## src/rtl/periodic_timer_table_top_defines.svh

```systemverilog
// Assertion macros shared by the periodic timer table RTL.
// Each macro expects clk and rst to be visible in the module that uses it.
`ifndef PERIODIC_TIMER_TABLE_TOP_DEFINES_SVH
`define PERIODIC_TIMER_TABLE_TOP_DEFINES_SVH

`ifndef SYNTHESIS

`define PTT_ASSERT_IMPL(lbl, a, c, msg) \
  lbl: assert property (@(posedge clk) disable iff (rst) (a) |-> (c)) \
    else $error(msg);

`define PTT_ASSERT_NEXT(lbl, a, c, msg) \
  lbl: assert property (@(posedge clk) disable iff (rst) (a) |=> (c)) \
    else $error(msg);

`else

`define PTT_ASSERT_IMPL(lbl, a, c, msg)

`define PTT_ASSERT_NEXT(lbl, a, c, msg)

`endif

`endif

```

## src/rtl/ptt_pkg.sv

```systemverilog
`timescale 1ns / 1ps

package ptt_pkg;

  localparam logic [1:0] OP_ADD    = 2'd0;
  localparam logic [1:0] OP_DELETE = 2'd1;
  localparam logic [1:0] OP_TICK   = 2'd2;

  localparam logic [2:0] KIND_ADDED       = 3'd0;
  localparam logic [2:0] KIND_ZERO_PERIOD = 3'd1;
  localparam logic [2:0] KIND_FULL        = 3'd2;
  localparam logic [2:0] KIND_DELETED     = 3'd3;
  localparam logic [2:0] KIND_NOT_FOUND   = 3'd4;
  localparam logic [2:0] KIND_FIRED       = 3'd5;
  localparam logic [2:0] KIND_NONE_DUE    = 3'd6;

  typedef struct packed {
    logic [15:0]        id;
    logic [31:0]        period;
    logic signed [31:0] param;
    logic [31:0]        last_fire;
  } entry_t;

  typedef enum logic [1:0] {
    CELL_HOLD,
    CELL_NBR,
    CELL_WR
  } cell_cmd_t;

  typedef enum logic [1:0] {
    CHAIN_HOLD,
    CHAIN_ROTATE,
    CHAIN_COMPACT,
    CHAIN_WRITE
  } chain_cmd_t;

endpackage

```

## src/rtl/ptt_req_if.sv

```systemverilog
`timescale 1ns / 1ps

interface ptt_req_if;
  logic               valid;
  logic               ready;
  logic [1:0]         op;
  logic [15:0]        timer_id;
  logic [31:0]        period_ms;
  logic signed [31:0] user_param;
  logic [31:0]        now_ms;

  modport source (output valid, op, timer_id, period_ms, user_param, now_ms,
                  input ready);
  modport sink (input valid, op, timer_id, period_ms, user_param, now_ms,
                output ready);
endinterface

```

## src/rtl/ptt_rsp_if.sv

```systemverilog
`timescale 1ns / 1ps

interface ptt_rsp_if;
  logic               valid;
  logic               ready;
  logic [2:0]         result_kind;
  logic [15:0]        fired_id;
  logic signed [31:0] fired_param;
  logic               last;

  modport source (output valid, result_kind, fired_id, fired_param, last,
                  input ready);
  modport sink (input valid, result_kind, fired_id, fired_param, last,
                output ready);
endinterface

```

## src/rtl/ptt_cell.sv

```systemverilog
`timescale 1ns / 1ps

module ptt_cell
  import ptt_pkg::*;
(
  input  logic      clk,
  input  cell_cmd_t cmd,
  input  entry_t    nbr,
  input  entry_t    wr,
  output entry_t    q
);

  always_ff @(posedge clk) begin
    case (cmd)
      CELL_NBR: q <= nbr;
      CELL_WR:  q <= wr;
      default:  q <= q;
    endcase
  end

endmodule

```

## src/rtl/ptt_chain.sv

```systemverilog
`timescale 1ns / 1ps

module ptt_chain
  import ptt_pkg::*;
#(
  parameter int MAX_TIMERS = 16,
  parameter int IW = 4
) (
  input  logic          clk,
  input  chain_cmd_t    cmd,
  input  logic [IW-1:0] idx,
  input  entry_t        tail,
  input  entry_t        wr,
  output entry_t        head
);

  entry_t    q   [MAX_TIMERS];
  entry_t    nbr [MAX_TIMERS];
  cell_cmd_t cc  [MAX_TIMERS];

  for (genvar i = 0; i < MAX_TIMERS; i++) begin : g_cell
    if (i == MAX_TIMERS - 1) begin : g_tail
      assign nbr[i] = tail;
    end else begin : g_mid
      assign nbr[i] = q[i+1];
    end

    always_comb begin
      case (cmd)
        CHAIN_ROTATE:  cc[i] = CELL_NBR;
        // Entries above the removed one slide down by one place.
        CHAIN_COMPACT: cc[i] = ((IW'(i) >= idx) && (i != MAX_TIMERS - 1)) ?
                               CELL_NBR : CELL_HOLD;
        CHAIN_WRITE:   cc[i] = (IW'(i) == idx) ? CELL_WR : CELL_HOLD;
        default:       cc[i] = CELL_HOLD;
      endcase
    end

    ptt_cell u_cell (
      .clk (clk),
      .cmd (cc[i]),
      .nbr (nbr[i]),
      .wr  (wr),
      .q   (q[i])
    );
  end

  assign head = q[0];

endmodule

```

## src/rtl/periodic_timer_table_top.sv

```systemverilog
`timescale 1ns / 1ps

// Ordered table of up to MAX_TIMERS periodic timers held in a ring of cells.
// An add writes the entry as it is accepted and returns its result from the
// finish state. A delete rotates the whole ring once past a compare at its
// head, closes the gap in a shift state when the id was found, and then
// returns its result. A tick rotates the ring the same way, checking one
// timer per cycle at the head unless a second fired timer must wait for a
// free output; each fired timer is held until the next one is found and
// then emitted, the final one with last set. Each item is accepted in the
// idle state. A new item is accepted only when the previous one has
// delivered its final beat into the output register.
module periodic_timer_table_top
  import ptt_pkg::*;
#(
  parameter int MAX_TIMERS = 16
) (
  input  logic      clk,
  input  logic      rst,
  ptt_req_if.sink   req,
  ptt_rsp_if.source rsp
);

`include "periodic_timer_table_top_defines.svh"

  localparam int IW = (MAX_TIMERS > 1) ? $clog2(MAX_TIMERS) : 1;
  localparam int CW = $clog2(MAX_TIMERS + 1);

  typedef enum logic [3:0] {
    ST_IDLE   = 4'b0001,
    ST_SCAN   = 4'b0010,
    ST_SHIFT  = 4'b0100,
    ST_FINISH = 4'b1000
  } state_t;

  state_t             state;
  logic [CW-1:0]      count;
  logic [IW-1:0]      step;
  logic [IW-1:0]      del_idx;
  logic               found;
  logic [1:0]         op_r;
  logic [15:0]        id_r;
  logic [31:0]        now_r;
  logic [2:0]         fin_kind;
  logic               pend_valid;
  logic [15:0]        pend_id;
  logic signed [31:0] pend_param;

  logic               o_valid;
  logic [2:0]         o_kind;
  logic [15:0]        o_id;
  logic signed [31:0] o_param;
  logic               o_last;
  logic               o_load;

  chain_cmd_t    ch_cmd;
  logic [IW-1:0] ch_idx;
  entry_t        ch_tail;
  entry_t        ch_wr;
  entry_t        head;

  logic accept, add_ok, is_tick, in_range, due, fire, match, stall, ofree;

  assign accept   = req.valid && req.ready;
  assign add_ok   = accept && (req.op == OP_ADD) && (req.period_ms != 32'd0) &&
                    (count != CW'(MAX_TIMERS));
  assign is_tick  = (op_r == OP_TICK);
  assign in_range = (CW'(step) < count);
  assign due      = ((now_r - head.last_fire) >= head.period);
  assign fire     = is_tick && in_range && due;
  assign match    = !is_tick && in_range && (head.id == id_r);
  assign ofree    = !o_valid || rsp.ready;
  // A newly fired timer pushes the held one out, which needs a free output.
  assign stall    = fire && pend_valid && !ofree;
  assign o_load   = ((state == ST_SCAN) && !stall && fire && pend_valid) ||
                    ((state == ST_FINISH) && ofree);

  assign req.ready       = (state == ST_IDLE);
  assign rsp.valid       = o_valid;
  assign rsp.result_kind = o_kind;
  assign rsp.fired_id    = o_id;
  assign rsp.fired_param = o_param;
  assign rsp.last        = o_last;

  always_comb begin
    ch_cmd            = CHAIN_HOLD;
    ch_idx            = del_idx;
    ch_tail           = head;
    ch_tail.last_fire = fire ? now_r : head.last_fire;
    ch_wr.id          = req.timer_id;
    ch_wr.period      = req.period_ms;
    ch_wr.param       = req.user_param;
    ch_wr.last_fire   = req.now_ms;
    case (state)
      ST_IDLE: begin
        if (add_ok) begin
          ch_cmd = CHAIN_WRITE;
          ch_idx = count[IW-1:0];
        end
      end
      ST_SCAN: begin
        if (!stall) begin
          ch_cmd = CHAIN_ROTATE;
        end
      end
      ST_SHIFT: begin
        ch_cmd = CHAIN_COMPACT;
      end
      default: ch_cmd = CHAIN_HOLD;
    endcase
  end

  ptt_chain #(
    .MAX_TIMERS (MAX_TIMERS),
    .IW         (IW)
  ) u_chain (
    .clk  (clk),
    .cmd  (ch_cmd),
    .idx  (ch_idx),
    .tail (ch_tail),
    .wr   (ch_wr),
    .head (head)
  );

  always_ff @(posedge clk) begin
    if (rst) begin
      state      <= ST_IDLE;
      count      <= '0;
      step       <= '0;
      found      <= 1'b0;
      pend_valid <= 1'b0;
      o_valid    <= 1'b0;
    end else begin
      if (rsp.ready && !o_load) begin
        o_valid <= 1'b0;
      end
      case (state)
        ST_IDLE: begin
          if (accept) begin
            op_r  <= req.op;
            id_r  <= req.timer_id;
            now_r <= req.now_ms;
            case (req.op)
              OP_ADD: begin
                if (req.period_ms == 32'd0) begin
                  fin_kind <= KIND_ZERO_PERIOD;
                end else if (count == CW'(MAX_TIMERS)) begin
                  fin_kind <= KIND_FULL;
                end else begin
                  fin_kind <= KIND_ADDED;
                  count    <= count + 1'b1;
                end
                state <= ST_FINISH;
              end
              OP_DELETE, OP_TICK: begin
                step       <= '0;
                found      <= 1'b0;
                pend_valid <= 1'b0;
                state      <= ST_SCAN;
              end
              default: state <= ST_IDLE;
            endcase
          end
        end
        ST_SCAN: begin
          if (!stall) begin
            if (fire) begin
              if (pend_valid) begin
                o_valid <= 1'b1;
                o_kind  <= KIND_FIRED;
                o_id    <= pend_id;
                o_param <= pend_param;
                o_last  <= 1'b0;
              end
              pend_valid <= 1'b1;
              pend_id    <= head.id;
              pend_param <= head.param;
            end
            if (match && !found) begin
              found   <= 1'b1;
              del_idx <= step;
            end
            if (step == IW'(MAX_TIMERS - 1)) begin
              step <= '0;
              if (!is_tick && (found || match)) begin
                state <= ST_SHIFT;
              end else begin
                fin_kind <= KIND_NOT_FOUND;
                state    <= ST_FINISH;
              end
            end else begin
              step <= step + 1'b1;
            end
          end
        end
        ST_SHIFT: begin
          count    <= count - 1'b1;
          fin_kind <= KIND_DELETED;
          state    <= ST_FINISH;
        end
        ST_FINISH: begin
          if (ofree) begin
            o_valid <= 1'b1;
            o_last  <= 1'b1;
            if (is_tick && pend_valid) begin
              o_kind  <= KIND_FIRED;
              o_id    <= pend_id;
              o_param <= pend_param;
            end else begin
              o_kind  <= is_tick ? KIND_NONE_DUE : fin_kind;
              o_id    <= '0;
              o_param <= '0;
            end
            pend_valid <= 1'b0;
            state      <= ST_IDLE;
          end
        end
        default: state <= ST_IDLE;
      endcase
    end
  end

  `PTT_ASSERT_IMPL(a_count_bound, 1'b1, count <= CW'(MAX_TIMERS), "timer count overflow")
  `PTT_ASSERT_IMPL(a_idle_no_pending, state == ST_IDLE, !pend_valid, "held fire left over")
  `PTT_ASSERT_NEXT(a_stall_holds, (state == ST_SCAN) && stall,
                   (state == ST_SCAN) && (step == $past(step)), "scan moved on stall")
  `PTT_ASSERT_NEXT(a_add_grows, add_ok, count == $past(count) + 1'b1,
                   "add did not grow table")

endmodule
```

## src/flat_wrapper.sv

```systemverilog
// flat-port wrapper written by rule: the top's interface ports become plain ports
module periodic_timer_table_top_flat import ptt_pkg::*;
#(
  parameter int MAX_TIMERS = 16
)
  (clk, rst, req_valid, req_op, req_timer_id, req_period_ms, req_user_param, req_now_ms, req_ready, rsp_valid, rsp_result_kind, rsp_fired_id, rsp_fired_param, rsp_last, rsp_ready);
  ptt_req_if req_i ();
  ptt_rsp_if rsp_i ();
  input  logic clk;
  input  logic rst;
  input wire logic [$bits(req_i.valid)-1:0] req_valid;
  input wire logic [$bits(req_i.op)-1:0] req_op;
  input wire logic [$bits(req_i.timer_id)-1:0] req_timer_id;
  input wire logic [$bits(req_i.period_ms)-1:0] req_period_ms;
  input wire logic [$bits(req_i.user_param)-1:0] req_user_param;
  input wire logic [$bits(req_i.now_ms)-1:0] req_now_ms;
  output wire logic [$bits(req_i.ready)-1:0] req_ready;
  output wire logic [$bits(rsp_i.valid)-1:0] rsp_valid;
  output wire logic [$bits(rsp_i.result_kind)-1:0] rsp_result_kind;
  output wire logic [$bits(rsp_i.fired_id)-1:0] rsp_fired_id;
  output wire logic [$bits(rsp_i.fired_param)-1:0] rsp_fired_param;
  output wire logic [$bits(rsp_i.last)-1:0] rsp_last;
  input wire logic [$bits(rsp_i.ready)-1:0] rsp_ready;
  assign req_i.valid = req_valid;
  assign req_i.op = req_op;
  assign req_i.timer_id = req_timer_id;
  assign req_i.period_ms = req_period_ms;
  assign req_i.user_param = req_user_param;
  assign req_i.now_ms = req_now_ms;
  assign req_ready = req_i.ready;
  assign rsp_valid = rsp_i.valid;
  assign rsp_result_kind = rsp_i.result_kind;
  assign rsp_fired_id = rsp_i.fired_id;
  assign rsp_fired_param = rsp_i.fired_param;
  assign rsp_last = rsp_i.last;
  assign rsp_i.ready = rsp_ready;
  periodic_timer_table_top #(.MAX_TIMERS(MAX_TIMERS)) u_core (.clk(clk), .rst(rst), .req(req_i), .rsp(rsp_i));
endmodule
```

## config.mk

```make
export PLATFORM = sky130hd
export DESIGN_NAME = periodic_timer_table_top_flat
export DESIGN_NICKNAME = d
export VERILOG_FILES = /design/src/rtl/ptt_pkg.sv /design/src/rtl/ptt_req_if.sv /design/src/rtl/ptt_rsp_if.sv /design/src/rtl/ptt_cell.sv /design/src/rtl/ptt_chain.sv /design/src/rtl/periodic_timer_table_top.sv /design/src/flat_wrapper.sv
export VERILOG_INCLUDE_DIRS = /design/src /design/src/rtl
export SDC_FILE = /design/constraint.sdc
export NUM_CORES = 2
export LEC_CHECK = 0
export BUFFER_PORTS_ARGS = -buffer_cell sky130_fd_sc_hd__buf_2
export CORE_ASPECT_RATIO = 0.6
export CORE_MARGIN = 2
export CORE_UTILIZATION = 40
export DETAILED_ROUTE_END_ITERATION = 6
export SLEW_MARGIN = 0
export SYNTH_ARGS = -nofsm -noshare
export SYNTH_HDL_FRONTEND = slang
export SYNTH_SLANG_ARGS = --single-unit
```

## constraint.sdc

```tcl
create_clock -name clk -period 9.4 [get_ports clk]
set_input_delay 1.88 -clock clk [delete_from_list [all_inputs] [get_ports clk]]
set_output_delay 1.88 -clock clk [all_outputs]
set_load 0.01 [all_outputs]
```

== After elaboration in Yosys (flattened, before gate mapping) ==
Cells that the tools add are included.

* Reductions and logical operators: 63
* Bitwise gates (word level): 2
* Multiplexer cells: 133
* Equal/unequal tests: 73
* Add/subtract/negate cells: 4
* Magnitude comparators: 17

{| class="wikitable"
|+ Operators with widths
! operator !! count
|-
| one-hot mux 112 bit (2 select lines) || 16
|-
| 2-to-1 mux 32 bit || 6
|-
| one-hot mux 2 bit (3 select lines) || 16
|-
| 2-to-1 mux 16 bit || 5
|-
| one-hot mux 32 bit (2 select lines) || 1
|-
| 2-to-1 mux 4 bit || 11
|-
| == test 2 bit (second input constant) || 20
|-
| nonzero test 2 bit || 19
|-
| == test 2 x 1 -> 1 bit (second input constant) || 18
|-
| 2-to-1 mux 2 bit || 18
|-
| 2-to-1 mux 3 bit || 12
|-
| == test 4 bit (first input constant) || 8
|-
| >= comparator 32 bit || 1
|-
| logical NOT 32 bit || 1
|-
| 2-to-1 mux 1 bit || 32
|-
| one-hot mux 16 bit (2 select lines) || 1
|-
| nonzero test 32 bit || 1
|-
| subtractor 32 bit || 1
|-
| >= comparator 4 bit (first input constant) || 7
|-
| 2-to-1 mux 5 bit || 4
|-
| logical AND 1 bit || 18
|-
| inequality test 2 bit (second input constant) || 9
|-
| == test 16 bit || 1
|-
| == test 3 x 4 -> 1 bit (first input constant) || 4
|-
| 36 further kinds || 62
|}

* Bits in registers: 1,965
* Word-level logic and storage cells: 373
* Input port bits: 118

== Depth between registers and ports, before layout ==
* Word-level depth: 17
* Depth in mapped cells: 29

== Cells and area by module ==
A second synthesis with hierarchy kept.

* Cell total of the unflattened synthesis: 4,687
* Area total of the unflattened synthesis: 85,594.6 um2

{| class="wikitable"
|+ By module, submodules not included
! module !! seq. area each (um2) !! area an instance (um2) !! cells an instance !! instances
|-
| ptt_cell || 3,363.2 || 4,757.1 || 239 || 16
|-
| periodic_timer_table_top || 5,034.8 || 9,152.5 || 804 || 1
|-
| ptt_chain || 0.0 || 329.1 || 59 || 1
|}

== Worst setup path before layout ==
No wires, ideal clock.

* Kind: register to register
* Start point: reg u_core.now_r[0]
* End point: reg u_core.pend_id[0] (enable)
* Setup slack: 486 ps
* Data required time: 8,827 ps
* Arrival time: 8,341 ps
* Path buffers: 0
* Cell stages (with the launch flop): 22
* Library setup time: 573 ps
* Cell sequence: edfxtp_1 -> inv_1 -> ha_1 -> inv_1 -> fa_1 -> a21o_1 -> a221o_1 -> o211a_1 -> o311a_1 -> o21ai_2 -> a21oi_2 -> a211oi_2 -> a21oi_1 -> xor2_1 -> ha_1 -> nand4_1 -> nor2_1 -> o21ai_0 -> o211ai_1 -> nand2b_1 -> o31a_1 -> nor4_1

* Word-level cells in the longest chain between the ends: 7

{| class="wikitable"
|+ RTL lines
! what !! RTL line !! text
|-
| from (decl) || periodic_timer_table_top.sv:43 || <nowiki>logic [31:0] now_r;</nowiki>
|-
| from (signal assigned) || periodic_timer_table_top.sv:142 || <nowiki>now_r <= req.now_ms;</nowiki>
|-
| subtractor 32 bit * || periodic_timer_table_top.sv:69 || <nowiki>assign due = ((now_r - head.last_fire) >= head.period);</nowiki>
|-
| >= comparator 32 bit * || periodic_timer_table_top.sv:69 ||
|-
| logical AND 1 bit * || periodic_timer_table_top.sv:70 || <nowiki>assign fire = is_tick && in_range && due;</nowiki>
|-
| logical AND 1 bit (2 in series) || periodic_timer_table_top.sv:74 || <nowiki>assign stall = fire && pend_valid && !ofree;</nowiki>
|-
| NOT 1 bit (no source line) || n/a ||
|-
| AND reduction 4 bit (no source line) * || n/a ||
|-
| to (signal assigned) || periodic_timer_table_top.sv:176 || <nowiki>pend_id <= head.id;</nowiki>
|-
| to (decl) || periodic_timer_table_top.sv:46 || <nowiki>logic [15:0] pend_id;</nowiki>
|}

Mark *: on every way between the ends. The rest lies on a longest branch, timed or not.
A chain may end at the register's enable or synchronous reset.

== Worst setup path in the final report ==
* Start point: reg u_core.now_r[0]
* End point: reg u_core.u_chain.g_cell[14].u_cell.q[20] (netlist name)

* Word-level cells in the longest chain between the ends: 11
* Elaborated cells between the ends (all ways): 14
* Classes of those cells: 1 x add/sub; 1 x order compare; 5 x eq/ne; 3 x mux; 4 x reduce/logical

{| class="wikitable"
|+ RTL lines
! what !! RTL line !! text
|-
| subtractor 32 bit * || periodic_timer_table_top.sv:69 ||
|-
| >= comparator 32 bit * || periodic_timer_table_top.sv:69 ||
|-
| logical AND 1 bit * || periodic_timer_table_top.sv:70 ||
|-
| logical AND 1 bit * (2 in series) || periodic_timer_table_top.sv:74 ||
|-
| 2-to-1 mux 1 bit * || periodic_timer_table_top.sv:102 || <nowiki>if (!stall) begin</nowiki>
|-
| one-hot mux 2 bit (3 select lines) * || periodic_timer_table_top.sv:94 || <nowiki>case (state)</nowiki>
|-
| == test 2 bit or == test 2 x 1 -> 1 bit (tied branches) || ptt_chain.sv:29 || <nowiki>case (cmd)</nowiki>
|-
| one-hot mux 2 bit (3 select lines) * || ptt_chain.sv:29 ||
|-
| == test 2 x 1 -> 1 bit or == test 2 bit (tied branches) || ptt_cell.sv:14 || <nowiki>case (cmd)</nowiki>
|-
| nonzero test 2 bit (no source line) * || n/a ||
|}

Marks and branches as above.

==> flow_metrics.env <==
export IMPL_worstPathArrival_ns=7.74
export IMPL_netSwitchingPower_uw=3694
export IMPL_yosys_mux_area_fraction_pct=23.33
export IMPL_internal_power_uw=13830
export IMPL_core_um2=210200
export IMPL_htree_levels=4
export IMPL_start_kind="flip-flop"
export IMPL_gp_congestion=0.8028
export IMPL_cap_violations=0
export IMPL_yosysSeqAreaShare_pct=69.28
export IMPL_numCtsBuffers=182
export IMPL_pwr_share_comb_pct=3.0
export IMPL_synthCells=4853
export IMPL_syn2layout_area_growth_pct=11.67
export IMPL_grt_pass1_wl_mm=317.1
export IMPL_holdWs_ns=0.4555
export IMPL_vias=43800
export IMPL_hold_class="flip-flop to flip-flop"
export IMPL_synth_top_cell_by_area="edfxtp_1"
export IMPL_synth_warning_count=0
export IMPL_std_cell_rows=130
export IMPL_syn_cell_area_um2=84940
export IMPL_cts_clk_slew_worst_paths_ns=0.06
export IMPL_ys_ff_latch=1965
export IMPL_firstDrtPassIters=7
export IMPL_synth_compound_area_share_pct=1.737
export IMPL_grt_max_degree=82
export IMPL_routed_via_density=5.527
export IMPL_cts_resized=0
export IMPL_worstPathRequired_ns=9.85
export IMPL_finish_utilization_pct=45.14
export IMPL_cts_setup_buffers=0
export IMPL_yosysMostFrequentCell="edfxtp_1"
export IMPL_io_pins=172
export IMPL_fp_dieW_um=598.9
export IMPL_setup_violations=0
export IMPL_dp_hpwl_mm=122.1
export IMPL_grt_overflow=0
export IMPL_synthTopCellsByArea="edfxtp_1 (69%), mux2_2 (23%), ha_1 (1.3%)"
export IMPL_final_nets=5153
export IMPL_drc=0
export IMPL_cts_hold_buffers=0
export IMPL_dpl_cell_count=7598
export IMPL_layout_drive_gt1_share_pct=44.57
export IMPL_crit_type="flip-flop to flip-flop"
export IMPL_synth_fa_ha_area_share_pct=1.358
export IMPL_track_usage_pct=19.99
export IMPL_worst_slew_pin_slew_ns=1.275
export IMPL_first_iter_violations=4224
export IMPL_synth_cells_most_frequent="edfxtp_1 (1949), mux2_2 (1729), clkbuf_1 (277)"
export IMPL_grt_pass1_vias=43380
export IMPL_wirelength_mm=219.2
export IMPL_maxSlewViolCount=0
export IMPL_cp_max_fo=73
export IMPL_design_area_um2=94850
export IMPL_start_util_pct=40.42
export IMPL_clock_sinks=1965
export IMPL_portBuffers=171
export IMPL_antenna_found_initial=27
export IMPL_fin_crit_ns=7.288
export IMPL_clk_latency_ns=0.84
export IMPL_yosysUniqueCellTypes=72
export IMPL_ys_flop_type="edfxtp_1"
export IMPL_max_freq_mhz=137.2
export IMPL_cts_root_buf="clkbuf_16"
export IMPL_setup_tns_ns=0
export IMPL_ir_drop_v=0.0001481
export IMPL_antenna_left=0
export IMPL_async_reset_ff_share_pct=0
export IMPL_yosys_area_share_simple_pct=1.843
export IMPL_power_leakage_uw=0.03024
export IMPL_dieArea_um2=216200
export IMPL_p_clk_share_pct=42.1
export IMPL_cts_path_max_buffers=4
export IMPL_synth_top_family_by_area="multiplexers"
export IMPL_p_per_area_nw_per_um2=184.8
export IMPL_hold_violations=0
export IMPL_finClkSkew_ns=0.06519
export IMPL_critPathCaptureType="flip-flop"
export IMPL_die_y_um=360.9
export IMPL_timing_final_crit_share_pct=77.53
export IMPL_post_dp_cell_area_um2=89170
export IMPL_synth_xor_area_share_pct=0.4743
export IMPL_p_seq_share_pct=54.9
export IMPL_status="completed"
export IMPL_maxSlewHeadroom_pct=14.74
export IMPL_final_cells=7924
export IMPL_rsz0062_at_grt="false"
export IMPL_synth_nets=5062
export IMPL_wl_per_cell_um=27.67
export IMPL_synth_edf_count=1949
export IMPL_switching_share_pct=21.07
export IMPL_synth_avg_cell_area_um2=17.50
export IMPL_cts_tree="done"
export IMPL_synth_top_area_share_pct=68.90
[metrics by stage]
| stage | power, uW | worst slack [ns] |
|---|---|---|
| CTS | 17650 | 2.186 |
| global route | 18020 | 1.755 |
| global placement | 10320 | 1.788 |
| detailed placement | 10340 | 1.681 |
| floorplan | 10100 | 0.4860 |
| finish | 17530 | 2.112 |
[sequential cells by signal (all words and copies together) (netlist names), 4 cells and up]
signal,cells
u_core.step,4
u_core.count,5
u_core.state,4
u_core.rsp.fired_id,16
u_core.now_r,32
u_core.pend_id,16
u_core.pend_param,32
u_core.id_r,16
u_core.del_idx,4
u_core.rsp.fired_param,32
u_core.u_chain.g_cell.u_cell.q,1792
[power groups by stage]
stage	clock network (uW)	logic [uW]	registers (uW)
after floorplan	0	300	9800
after global placement	0	514	9810
after detailed placement	0	524	9810
after CTS	7500	528	9620
after global routing	7830	575	9620
final	7380	530	9620
[worst max-delay path, stage by stage (launching register included)]
cell and delay, ns:
edfxtp_1 0.39, inv_1 0.09, ha_1 0.16, inv_1 0.05, fa_1 0.41, a21o_1 0.21, a221o_1 0.33, o211a_1 0.29
o311a_1 0.42, o21ai_2 0.22, a21oi_2 0.09, a211oi_2 0.25, a21oi_1 0.12, xor2_1 0.15, ha_1 0.30, a21o_1 0.16
a21oi_1 0.14, o211ai_1 0.20, nand2b_1 0.20, o31ai_4 0.11, a21oi_2 0.72, nor2_1 0.18, ha_4 0.28, inv_6 0.72
buf_4 0.55
[path summary, 6_finish.rpt]
| path | cells past startpoint | startpoint | to | slack, ns |
|---|---|---|---|---|
| max | 24 | u_core.now_r[0] | u_core.u_chain.g_cell[14].u_cell.q[20] | 2.11 |
| min | 0 | u_core.u_chain.g_cell[0].u_cell.q[38] | u_core.pend_param[6] | 0.46 |
| max reg2reg | 24 | u_core.now_r[0] | u_core.u_chain.g_cell[14].u_cell.q[20] | 2.11 |
| min reg2reg | 0 | u_core.u_chain.g_cell[0].u_cell.q[38] | u_core.pend_param[6] | 0.46 |
[area by class of cell]
class                           instances  area, um^2
Clock buffer                          226        4793
Sequential cell                      1965       58850
Timing Repair Buffer                  241        1632
Fill cell                           18180      115300
Antenna cell                            6       15.01
Multi-Input combinational cell       2450       24670
Tap cell                             2838        3551
Inverter                              104       470.5
Clock inverter                         94       879.6
[cell families after synthesis]
group                      Yosys count
muxes                             1764
AOI/OAI and AO/OA                  235
and+or+nand+nor                    314
DFF                               1965
xor gates and xnor gates            46
adders and majority gates           91
buffers and inverters              438
[layout by cell type (no fill, tap or decap), drive strengths merged, types with 12 or more instances in the layout]
cell type  netlist  final
clkinv           1     74
ha              89     89
a21oi           59     59
edfxtp        1949   1949
xnor2           38     38
o21ai           82     82
mux2i           35     35
mux2          1729   1729
nor2            47     47
buf             57    241
a21o            33     33
nor3            25     25
nand2          106    106
clkbuf         277    226
bufinv           0     17
inv            103    106
and2            51     51
nand3           12     12
nor4            16     16
dfxtp           16     16
nand4           16     16
[metal layers]
layer	global-route usage, %	up-vias	routed length [um]
li1	-	18840	-
met1	30.39	23390	105600
met2	30.35	1266	97990
met3	2.880	301	11710
met4	4.087	0	3973
met5	0	-	0
No activity file was read; power rests on OpenSTA's default activity.
